===== config.mk =====
export PLATFORM = sky130hd
export DESIGN_NAME = calendar_rule_matcher
export DESIGN_NICKNAME = d
export VERILOG_FILES = /design/src/sv/crm_pkg.sv /design/src/sv/crm_ram.sv /design/src/sv/crm_date.sv /design/src/sv/crm_eval.sv /design/src/sv/calendar_rule_matcher.sv
export SDC_FILE = /design/constraint.sdc
export NUM_CORES = 1
export LEC_CHECK = 0
export BUFFER_PORTS_ARGS = -buffer_cell sky130_fd_sc_hd__buf_2
export CORE_MARGIN = 10
export CORE_UTILIZATION = 60
export DETAILED_ROUTE_END_ITERATION = 8
export GPL_TIMING_DRIVEN = 0
export PLACE_DENSITY_LB_ADDON = 0.3
export SYNTH_ARGS = -nofsm -noshare
export SYNTH_HDL_FRONTEND = slang
export SYNTH_SLANG_ARGS = --single-unit

===== constraint.sdc =====
create_clock -name clk -period 6.4 [get_ports clk]
set_input_delay 0.32 -clock clk [delete_from_list [all_inputs] [get_ports clk]]
set_output_delay 0.32 -clock clk [all_outputs]
set_load 0.02 [all_outputs]

===== src/sv/crm_pkg.sv =====
// Package of the calendar rule matcher: sizes, codes, record types and helper functions.
package crm_pkg;

	localparam int ENTRIES = 16;
	localparam int GROUPS = 8;
	localparam int IDX_W = (ENTRIES > 1) ? $clog2(ENTRIES) : 1;
	localparam int GRP_IDX_W = (GROUPS > 1) ? $clog2(GROUPS) : 1;

	// Operation codes of an input word.
	localparam logic OP_WRITE = 1'b0;
	localparam logic OP_EVAL = 1'b1;

	// Subject codes.
	localparam logic [3:0] SUBJ_WDAY = 4'd0;
	localparam logic [3:0] SUBJ_MONTH = 4'd1;
	localparam logic [3:0] SUBJ_MDAY = 4'd2;
	localparam logic [3:0] SUBJ_MWEEK = 4'd3;
	localparam logic [3:0] SUBJ_NTH_SUN = 4'd4;
	localparam logic [3:0] SUBJ_NTH_MON = 4'd5;
	localparam logic [3:0] SUBJ_NTH_TUE = 4'd6;
	localparam logic [3:0] SUBJ_NTH_WED = 4'd7;
	localparam logic [3:0] SUBJ_NTH_THU = 4'd8;
	localparam logic [3:0] SUBJ_NTH_FRI = 4'd9;
	localparam logic [3:0] SUBJ_NTH_SAT = 4'd10;
	localparam logic [3:0] SUBJ_YEAR = 4'd11;
	localparam logic [3:0] SUBJ_YDAY = 4'd12;
	localparam logic [3:0] SUBJ_YWEEK = 4'd13;
	localparam logic [3:0] SUBJ_DDMM = 4'd14;
	localparam logic [3:0] SUBJ_DDMMYYYY = 4'd15;

	// Comparison codes.
	localparam logic [2:0] CMP_GT = 3'd0;
	localparam logic [2:0] CMP_GE = 3'd1;
	localparam logic [2:0] CMP_EQ = 3'd2;
	localparam logic [2:0] CMP_NE = 3'd3;
	localparam logic [2:0] CMP_LE = 3'd4;
	localparam logic [2:0] CMP_LT = 3'd5;

	localparam logic [11:0] DDMM_SCALE = 12'd100;
	localparam logic [15:0] DDMMYYYY_SCALE = 16'd10000;
	// 37450 / 2^18 is just above 1/7, exact for dividends below 1024.
	localparam logic [15:0] DIV7_RECIP = 16'd37450;

	typedef struct packed {
		logic [2:0]  group;
		logic [3:0]  subject;
		logic [2:0]  compare;
		logic [15:0] value;
	} entry_t;

	localparam int ENTRY_W = $bits(entry_t);

	typedef struct packed {
		logic [13:0] year;
		logic [3:0]  month;
		logic [4:0]  mday;
		logic [2:0]  wday;
		logic [8:0]  yday;
	} date_t;

	typedef struct packed {
		logic [13:0] year;
		logic [3:0]  month;
		logic [4:0]  mday;
		logic [2:0]  wday;
		logic [8:0]  yday;
		logic [2:0]  mweek;
		logic [2:0]  nth;
		logic [6:0]  yweek;
		logic [11:0] ddmm;
		logic [15:0] ddmmyyyy;
	} subj_t;

	// Floor of x / 7 for x below 1024.
	function automatic logic [7:0] div7(input logic [9:0] x);
		logic [25:0] prod;
		prod = 26'(x) * 26'(DIV7_RECIP);
		return prod[25:18];
	endfunction

endpackage


===== src/sv/crm_ram.sv =====
// Generic single-port-write, single-port-read RAM with registered read data.
module crm_ram #(
	parameter int WIDTH = 8,
	parameter int DEPTH = 16
) (
	input  logic                                      clk,
	input  logic                                      we,
	input  logic [((DEPTH > 1) ? $clog2(DEPTH) : 1)-1:0] waddr,
	input  logic [WIDTH-1:0]                          wdata,
	input  logic                                      re,
	input  logic [((DEPTH > 1) ? $clog2(DEPTH) : 1)-1:0] raddr,
	output logic [WIDTH-1:0]                          rdata
);

	logic [WIDTH-1:0] mem [DEPTH];

	always_ff @(posedge clk) begin
		if (we) begin
			mem[waddr] <= wdata;
		end
		if (re) begin
			rdata <= mem[raddr];
		end
	end

endmodule


===== src/sv/crm_date.sv =====
// Two-stage pipeline that derives all date subjects from a broken-down date.
module crm_date (
	input  logic           clk,
	input  crm_pkg::date_t date,
	output crm_pkg::subj_t subj
);
	import crm_pkg::*;

	subj_t s1_c;
	subj_t s2_c;
	subj_t subj_s1;
	subj_t subj_s2;
	logic [7:0] mweek_div;
	logic [7:0] nth_div;
	logic [7:0] yweek_div;
	logic [15:0] dmy_prod;

	// Stage one: week numbers through the reciprocal of 7, and DDMM.
	always_comb begin
		mweek_div = div7(10'(date.mday) + 10'd12 - 10'(date.wday));
		nth_div = div7(10'(date.mday) + 10'd6);
		yweek_div = div7(10'(date.yday) + 10'd13 - 10'(date.wday));
		s1_c = '0;
		s1_c.year = date.year;
		s1_c.month = date.month;
		s1_c.mday = date.mday;
		s1_c.wday = date.wday;
		s1_c.yday = date.yday;
		s1_c.mweek = mweek_div[2:0];
		s1_c.nth = nth_div[2:0];
		s1_c.yweek = yweek_div[6:0];
		s1_c.ddmm = 12'(12'(date.mday) * DDMM_SCALE) + 12'(date.month);
	end

	always_ff @(posedge clk) begin
		subj_s1 <= s1_c;
	end

	// Stage two: DDMMYYYY, kept to 16 bits.
	assign dmy_prod = 16'(subj_s1.ddmm) * DDMMYYYY_SCALE;

	always_comb begin
		s2_c = subj_s1;
		s2_c.ddmmyyyy = dmy_prod + 16'(subj_s1.year);
	end

	always_ff @(posedge clk) begin
		subj_s2 <= s2_c;
	end

	assign subj = subj_s2;

endmodule


===== src/sv/crm_eval.sv =====
// Tests one table entry against the derived date subjects.
module crm_eval (
	input  crm_pkg::entry_t entry,
	input  crm_pkg::subj_t  subj,
	output logic            holds
);
	import crm_pkg::*;

	logic [15:0] s;
	logic        known;
	logic        cmp;

	always_comb begin
		known = 1'b1;
		s = '0;
		case (entry.subject) inside
			SUBJ_WDAY:  s = 16'(subj.wday);
			SUBJ_MONTH: s = 16'(subj.month);
			SUBJ_MDAY:  s = 16'(subj.mday);
			SUBJ_MWEEK: s = 16'(subj.mweek);
			[SUBJ_NTH_SUN:SUBJ_NTH_SAT]: begin
				// The entry only applies on its own weekday.
				known = (4'(subj.wday) == (entry.subject - SUBJ_NTH_SUN));
				s = 16'(subj.nth);
			end
			SUBJ_YEAR:     s = 16'(subj.year);
			SUBJ_YDAY:     s = 16'(subj.yday);
			SUBJ_YWEEK:    s = 16'(subj.yweek);
			SUBJ_DDMM:     s = 16'(subj.ddmm);
			SUBJ_DDMMYYYY: s = subj.ddmmyyyy;
			default:       known = 1'b0;
		endcase
	end

	always_comb begin
		unique case (entry.compare)
			CMP_GT:  cmp = (s > entry.value);
			CMP_GE:  cmp = (s >= entry.value);
			CMP_EQ:  cmp = (s == entry.value);
			CMP_NE:  cmp = (s != entry.value);
			CMP_LE:  cmp = (s <= entry.value);
			CMP_LT:  cmp = (s < entry.value);
			default: cmp = 1'b0;
		endcase
	end

	assign holds = known & cmp;

endmodule


===== src/sv/calendar_rule_matcher.sv =====
// Top level of the calendar rule matcher: command port, table sequencer and group tally.
// A write word is acknowledged on done in the cycle after it is taken; busy stays low.
// An evaluate word holds busy through the PREP, SCAN and FIN states; its answer is registered onto done from FIN.
// The evaluation time is set by one pass over the table, one entry read per cycle from the RAM,
// plus the PREP state that primes the date pipeline and the FIN state that tallies the last
// entry; the receiver cannot stall, and writes can follow each other every cycle.
// Asynchronous reset marks all table entries invalid and returns the sequencer to idle.
module calendar_rule_matcher (
	input  logic        clk,
	input  logic        arst_n,
	input  logic        start,
	output logic        busy,
	input  logic        operation,
	input  logic [3:0]  entry_index,
	input  logic        entry_valid,
	input  logic [2:0]  entry_group,
	input  logic [3:0]  entry_subject,
	input  logic [2:0]  entry_compare,
	input  logic [15:0] entry_value,
	input  logic [13:0] year,
	input  logic [3:0]  month,
	input  logic [4:0]  day_of_month,
	input  logic [2:0]  weekday,
	input  logic [8:0]  day_of_year,
	output logic        done,
	output logic        applies,
	output logic        was_write
);
	import crm_pkg::*;

	localparam logic [1:0] ST_IDLE = 2'd0;
	localparam logic [1:0] ST_PREP = 2'd1;
	localparam logic [1:0] ST_SCAN = 2'd2;
	localparam logic [1:0] ST_FIN = 2'd3;

	logic [1:0]         state_q;
	logic [IDX_W-1:0]   cnt_q;
	logic [ENTRIES-1:0] vld_q;
	logic [GROUPS-1:0]  seen_q;
	logic [GROUPS-1:0]  allok_q;
	logic [GROUPS-1:0]  seen_nx;
	logic [GROUPS-1:0]  allok_nx;
	logic               rd_vld_s1;
	logic [IDX_W-1:0]   rd_idx_s1;
	logic               done_q;
	logic               applies_q;
	logic               was_write_q;
	date_t              date_q;
	subj_t              subj;
	entry_t             wr_entry;
	entry_t             rd_entry;
	logic               accept;
	logic               wr_en;
	logic               rd_en;
	logic               holds;
	logic               counted;

	assign busy = (state_q != ST_IDLE);
	assign accept = start & ~busy;
	assign wr_en = accept & (operation == OP_WRITE) & (32'(entry_index) < ENTRIES);
	assign rd_en = (state_q == ST_SCAN);

	assign wr_entry.group = entry_group;
	assign wr_entry.subject = entry_subject;
	assign wr_entry.compare = entry_compare;
	assign wr_entry.value = entry_value;

	crm_ram #(
		.WIDTH (ENTRY_W),
		.DEPTH (ENTRIES)
	) u_table (
		.clk   (clk),
		.we    (wr_en),
		.waddr (IDX_W'(entry_index)),
		.wdata (wr_entry),
		.re    (rd_en),
		.raddr (cnt_q),
		.rdata (rd_entry)
	);

	crm_date u_date (
		.clk  (clk),
		.date (date_q),
		.subj (subj)
	);

	crm_eval u_eval (
		.entry (rd_entry),
		.subj  (subj),
		.holds (holds)
	);

	// An entry read back this cycle counts only if it is valid and names an existing group.
	assign counted = rd_vld_s1 & vld_q[rd_idx_s1] & (32'(rd_entry.group) < GROUPS);

	always_comb begin
		seen_nx = seen_q;
		allok_nx = allok_q;
		if (state_q == ST_IDLE) begin
			// Each table pass starts from empty group sets.
			seen_nx = '0;
			allok_nx = '1;
		end else if (counted) begin
			seen_nx[GRP_IDX_W'(rd_entry.group)] = 1'b1;
			if (!holds) begin
				allok_nx[GRP_IDX_W'(rd_entry.group)] = 1'b0;
			end
		end
	end

	always_ff @(posedge clk) begin
		if (accept && operation == OP_EVAL) begin
			date_q.year <= year;
			date_q.month <= month;
			date_q.mday <= day_of_month;
			date_q.wday <= weekday;
			date_q.yday <= day_of_year;
		end
		rd_idx_s1 <= cnt_q;
	end

	always_ff @(posedge clk or negedge arst_n) begin
		if (!arst_n) begin
			state_q <= ST_IDLE;
			cnt_q <= '0;
			vld_q <= '0;
			seen_q <= '0;
			allok_q <= '1;
			rd_vld_s1 <= 1'b0;
			done_q <= 1'b0;
			applies_q <= 1'b0;
			was_write_q <= 1'b0;
		end else begin
			done_q <= (accept && operation == OP_WRITE) || (state_q == ST_FIN);
			rd_vld_s1 <= rd_en;
			seen_q <= seen_nx;
			allok_q <= allok_nx;
			if (wr_en) begin
				vld_q[IDX_W'(entry_index)] <= entry_valid;
			end
			unique case (state_q)
				ST_IDLE: begin
					if (accept) begin
						if (operation == OP_WRITE) begin
							applies_q <= 1'b0;
							was_write_q <= 1'b1;
						end else begin
							state_q <= ST_PREP;
							cnt_q <= '0;
						end
					end
				end
				ST_PREP: begin
					state_q <= ST_SCAN;
				end
				ST_SCAN: begin
					if (cnt_q == IDX_W'(ENTRIES - 1)) begin
						state_q <= ST_FIN;
					end else begin
						cnt_q <= cnt_q + 1'b1;
					end
				end
				ST_FIN: begin
					// The last entry is tallied here, so the answer uses the next-state sets.
					state_q <= ST_IDLE;
					applies_q <= |(seen_nx & allok_nx);
					was_write_q <= 1'b0;
				end
				default: begin
					state_q <= ST_IDLE;
				end
			endcase
		end
	end

	assign done = done_q;
	assign applies = applies_q;
	assign was_write = was_write_q;

`ifndef NO_ASSERTIONS
	a_done_not_busy: assert property (@(posedge clk) disable iff (!arst_n)
		done |-> !busy)
		else $error("result word shown while busy");

	a_write_no_match: assert property (@(posedge clk) disable iff (!arst_n)
		(done && was_write) |-> !applies)
		else $error("write acknowledge carries a match");

	a_eval_goes_busy: assert property (@(posedge clk) disable iff (!arst_n)
		(accept && operation == OP_EVAL) |=> (busy && !done))
		else $error("evaluate word did not start a table pass");

	a_write_acked: assert property (@(posedge clk) disable iff (!arst_n)
		(accept && operation == OP_WRITE) |=> (done && was_write))
		else $error("write word not acknowledged");

	a_scan_reads: assert property (@(posedge clk) disable iff (!arst_n)
		(state_q == ST_SCAN) |=> rd_vld_s1)
		else $error("table read not tracked");
`endif

endmodule

# Yosys cells after proc, flatten, opt, wreduce, memory -nomap -nowiden
# Memory sizes are Yosys's and may differ from the RTL's. A register that Yosys moved wholly into a read port is not among the register bits.
# Cells that the tools add are included.
dict set report word_totals {
  ff_bits 217
  ramBits 416
  input_bits 70
  out_inout_bits 4
  word_cells 160
  mem_count 1
}
# memory words word_bits read_ports rd_ports_with_merged_regs wr line_no
set memory_table {}
lappend memory_table {u_table.mem 16 26 1 1 1 crm_ram.sv:15} ;# logic [WIDTH-1:0] mem [DEPTH];
dict set report op_classes {
  addsub 9
  n_mul 5
  magnitude_cmp 11
  n_eq_ne 25
  muxes 49
  bitwise 10
  n_reduce_logical 16
}
# cell n
set op_table {}
lappend op_table {{16-bit 2-to-1 mux} 10}
lappend op_table {{10-bit by 15-bit multiplier with 20-bit output, second input constant} 2}
lappend op_table {{8-bit 2-to-1 mux} 5}
lappend op_table {{4-bit == test, second input constant} 6}
lappend op_table {{10-bit by 15-bit multiplier with 24-bit output, second input constant} 1}
lappend op_table {{10-bit by 3-bit subtractor with 10-bit output} 2}
lappend op_table {{1-bit 2-to-1 mux} 19}
lappend op_table {{16-bit by 14-bit adder with 16-bit output} 1}
lappend op_table {{8-bit AND} 2}
lappend op_table {{16-bit bitwise mux} 1}
lappend op_table {{16-bit == test} 1}
lappend op_table {{16-bit greater-or-equal comparator} 1}
lappend op_table {{16-bit greater-than comparator} 1}
lappend op_table {{16-bit less-or-equal comparator} 1}
lappend op_table {{16-bit less-than comparator} 1}
lappend op_table {{16-bit inequality test} 1}
lappend op_table {{12-bit by 4-bit adder with 12-bit output} 1}
lappend op_table {{12-bit by 10-bit multiplier with 12-bit output, second input constant} 1}
lappend op_table {{4-bit 2-to-1 mux} 3}
lappend op_table {{9-bit by 4-bit adder with 10-bit output, second input constant} 1}
lappend op_table {{4-bit by 5-bit less-than comparator with 1-bit output, second input constant} 2}
lappend op_table {{5-bit by 5-bit multiplier with 10-bit output, second input constant} 1}
lappend op_table {{4-bit by 2-bit == test with 1-bit output, second input constant} 2}
lappend op_table {{2-bit inequality test, second input constant} 4}
lappend op_table {{38 further kinds} 55}

# Logic depth before layout (Yosys ltp)
dict set report logic_depth {
  depth_word 20
  depth_mapped 27
}

# Modules after synthesis
# Synthesis repeated with hierarchy kept, for this count alone.
dict set report hier_totals {
  hier_cells 1790
  hier_area_um2 28667.5
}
# module instances cells_each area_each_um2
set modules_own_cells {}
lappend modules_own_cells {crm_ram 1 686 16636.0}
lappend modules_own_cells {crm_date 1 674 7344.5}
lappend modules_own_cells {calendar_rule_matcher 1 260 3398.3}
lappend modules_own_cells {crm_eval 1 170 1288.7}

# Least setup slack after synthesis
# OpenSTA, ideal clock, no wires.
dict set report synth_timing {
  kind {reg2reg}
  startpoint {register date_q[10] in the netlist's numbering}
  endpoint {register u_date.subj_s1, in the netlist u_date.s2_c[34]}
  setup_time_ns 0.072
  t_arrival_ns 5.479
  required_ns 6.328
  slack_ns 0.849
  stages_incl_launch_ff 22
  n_path_buf 0
  path_cell_list {edfxtp_1 > ha_1 > inv_1 > ha_1 > fa_1 > a211oi_1 > o21bai_1 > a21oi_1 > o21bai_1 > a21oi_1 > xnor2_1 > ha_1 > fa_1 > ha_1 > fa_1 > ha_1 > a2111oi_0 > a21bo_2 > o211ai_1 > a31o_2 > a21oi_1 > xnor2_1}
}
# element line_no
set synth_lines {}
lappend synth_lines {{start, declared} calendar_rule_matcher.sv:48} ;# date_t date_q;
lappend synth_lines {{end signal, assigned} crm_date.sv:36} ;# subj_s1 <= s1_c;
lappend synth_lines {{end, declared} crm_date.sv:11} ;# subj_t subj_s1;

==> metrics.txt <==
total die area=between 50000 and 60000 um^2; dominant cell type by area after synthesis=sky130_fd_sc_hd__edfxtp_1; number of buffers created by CTS=66; drt first-iter violations=between 1000 and 1500; pin count of the biggest net entering global routing=43; shortest clock period the worst path allows after layout=6.04 ns; CP Data Required Time=6.92 ns; Gate Count Post-Synth=around 2000; GP Congestion=0.868; DIE HEIGHT=241 um; Synth Warn #=0; Std-Cell Core Area=47900 um^2; net switching component of the power=around 5.3 mW; remaining global-route overflow=0; number of nets with antenna violations after routing=0; Port Buf Inserts=73; I/O pin count=74; Internal Power=~9.9 mW; fraction of post-synthesis cell area in the top cell type by area=49.1%; number of rows in the core area=80; FF/Latch Area=18000 um^2; number of library cell types mapped by synthesis=68; largest voltage drop on the vdd net=0.329 mV; Max Slew Vio Count=0; fraction of power spent switching nets=between 30% and 40%; initial core utilization=60.9%; commonest non-fill, non-tap cell in the layout=sky130_fd_sc_hd__edfxtp_1; worst-path maximum fanout=5; final hold violation count=0; overall via count from detail_route=17100; final routed DRC violation total=0; setup skew after layout=0.0230 ns; cell at the root of the clock tree=sky130_fd_sc_hd__clkbuf_16; top_reg_cell synth=sky130_fd_sc_hd__edfxtp_1; count of maximum capacitance violations=0; Post-synth EDFFs=477; Layout Utilization=69.6%; run status=finished clean; path type of the worst min-delay path=in2reg; number of antenna violations at the first check in global routing=5; count of state elements after synthesis=651; horizontal die dimension=~240 um; async set or reset register ratio after synthesis=6.45%; CTS tree=built; later-pin clock latency in the skew report=between 0.6 and 0.7 ns; layout cell share with drive strength beyond 1=15.8%; Placed Cells incl. Taps=2690; highest-count cells in the layout ignoring fill and taps=sky130_fd_sc_hd__edfxtp_1, sky130_fd_sc_hd__ha_1, sky130_fd_sc_hd__inv_1; Worst Setup End Kind=flip-flop; filler instances=roughly 3000; Arr. time, crit path=6.57 ns; Initial DRT Pass Iterations=5; critical path class=reg2reg; crit path launch type=flip-flop; via count of the first global-routing pass=between 15000 and 20000; share of total power in combinational logic=41.3%; CTS H-tree lvls=3; post-CTS clock slew at the launch and capture registers of the worst setup and hold paths=around 0.060 ns; sequential fraction of the synthesis area=61.7%; final wirelength=approximately 66 mm; power density over the cells=between 400 and 500 nW/um^2; clk sink count=651; Relative slew margins=between 10 and 15%; NumNets Final=2524; share of total power in the clock network=~24%; via density per instance=6.02; synth-to-layout area growth=14.3%; final routed wire length divided by cell count=23.1 um; multi-input gate area in the final layout=10400 um^2; Peak Freq=165 MHz; Leak=~13 nW; Synth Area per Inst=14.8 um^2; sequential power share=between 30% and 40%; Synth Cell Area=29200 um^2; pin slew with the least headroom to its limit=1.29 ns; global-route wire length before repair=approximately 100 mm; non-filler cells in the finished layout=2844; dominant cells by area after synthesis=sky130_fd_sc_hd__edfxtp_1, sky130_fd_sc_hd__ha_1, sky130_fd_sc_hd__dfxtp_1; maximum buffer depth of the clock tree=3; Period Utilization, post-route=94.4%; GR Util All Layers=23.2%; Setup violations, final=0; half-perimeter wire length of the detailed placement result=45.2 mm; post-synth net total=2320
## per-layer routing
metal	track usage [%]	wire, um	vias to the layer above
li1	-	-	7773
met1	28.3	25500	8540
met2	40.9	33700	661
met3	4.14	4340	148
met4	8.24	2160	4
met5	0	29	-
## what timing repair did
| action | in CTS | in global routing |
|---|---|---|
| hold buffers | 36 | 0 |
| resized for setup | 0 | 6 |
| endpoints found under the hold margin | 69 | 0 |
| endpoints found under the setup margin | 0 | 6 |
| setup buffers | 0 | 2 |
## cell type report
class                           instances  area share (%)
Clock buffer                           80            5.20
Tap cell                              615            2.30
Sequential cell                       651            54.0
Inverter                              172            1.93
Antenna cell                            2          0.0150
Clock inverter                         34           0.982
Timing Repair Buffer                  136            3.64
Buffer                                 59           0.734
Multi-Input combinational cell       1095            31.2
## power by group through the flow
stage | sequential [mW] | combinational (mW) | clock (mW)
final | 5.25 | 6.29 | 3.68
after global routing | 5.29 | 7.13 | 3.89
after CTS | 5.26 | 6.31 | 3.72
after detailed placement | 5.33 | 6.21 | 0
after global placement | 5.33 | 5.91 | 0
after floorplan | 5.25 | 4.67 | 0
## cell families (layout without fill, tap and decap cells)
| family | count (synthesis) | after routing | share of synthesized area [%] |
|---|---|---|---|
| flip-flops | 651 | 651 | 61.7 |
| AO/OA/AOI/OAI | 310 | 310 | 7.09 |
| adder cells (fa/ha/maj) | 273 | 273 | 12.8 |
| AND/OR/NAND/NOR | 249 | 249 | 4.04 |
| buffers and inverters | 231 | 481 | 3.05 |
| multiplexers | 191 | 191 | 9.16 |
| XOR/XNOR | 72 | 72 | 2.16 |
| other | 0 | 2 | 0 |
## synth_stat cells, drive strengths merged, types with 12 or more instances
master	count
a21o	14
a21oi	68
a221oi	26
a22oi	44
buf	17
clkbuf	42
dfrtp	34
dfxtp	132
edfxtp	477
fa	42
ha	231
inv	172
mux2	39
mux2i	95
mux4	57
nand2	97
nand2b	12
nand3	19
nor2	51
nor2b	12
nor3	14
o21a	15
o21ai	80
xnor2	49
xor2	23
## registers in the layout (all words and copies together), names as in the netlist
register / count
u_table.mem: 416
u_date.subj: 70
u_date.s2_c: 58
date_q: 35
u_table.rdata: 26
vld_q: 16
allok_q: 8
seen_q: 8
cnt_q: 4
rd_idx_s1: 4
state_q: 2
applies: 1
done: 1
rd_vld_s1: 1
was_write: 1
## final timing paths
| check | start | end | slack, ns | cells past startpoint |
|---|---|---|---|---|
| hold reg to reg | u_date.s2_c[32] | u_date.subj[32] | 0.32 | 0 |
| max in group asynchronous | arst_n | vld_q[8] | 5.42 | 2 |
| setup / recovery | date_q[10] | u_date.s2_c[34] | 0.36 | 21 |
| min in group asynchronous | arst_n | vld_q[0] | 0.40 | 2 |
| setup reg to reg | date_q[10] | u_date.s2_c[34] | 0.36 | 21 |
| hold / removal | entry_valid | vld_q[4] | 0.04 | 2 |
## through the flow
| stage | power, mW | hold WS, ns | TNS [ns] | worst slack (ns) | cell area, um^2 |
|---|---|---|---|---|---|
| after floorplan | 9.92 | 0.0244 | 0 | 0.849 | 29200 |
| after global placement | 11.2 | 0.313 | 0 | 0.234 | 30300 |
| after detailed placement | 11.5 | 0.312 | 0 | 0.231 | 30900 |
| after CTS | 15.3 | 0.0126 | 0 | 0.143 | 33300 |
| after global routing | 16.3 | 0.0337 | -0.0136 | -0.0136 | 33400 |
| final | 15.2 | 0.0445 | 0 | 0.356 | 33400 |
## worst max-delay path, cell delays in order, from the launching register on
cell	delay, ns
sky130_fd_sc_hd__edfxtp_1	0.46
sky130_fd_sc_hd__ha_1	0.31
sky130_fd_sc_hd__inv_1	0.04
sky130_fd_sc_hd__ha_1	0.22
sky130_fd_sc_hd__fa_1	0.42
sky130_fd_sc_hd__a211oi_2	0.25
sky130_fd_sc_hd__o21bai_1	0.09
sky130_fd_sc_hd__a21oi_1	0.22
sky130_fd_sc_hd__o21bai_1	0.10
sky130_fd_sc_hd__a21oi_1	0.23
sky130_fd_sc_hd__xnor2_2	0.13
sky130_fd_sc_hd__ha_1	0.40
sky130_fd_sc_hd__fa_1	0.51
sky130_fd_sc_hd__ha_1	0.35
sky130_fd_sc_hd__fa_1	0.44
sky130_fd_sc_hd__ha_1	0.35
sky130_fd_sc_hd__a2111oi_1	0.52
sky130_fd_sc_hd__a21bo_2	0.23
sky130_fd_sc_hd__o211ai_1	0.12
sky130_fd_sc_hd__a31o_2	0.27
sky130_fd_sc_hd__a21oi_1	0.17
sky130_fd_sc_hd__xnor2_1	0.14
(Power assumes the default switching activity.)
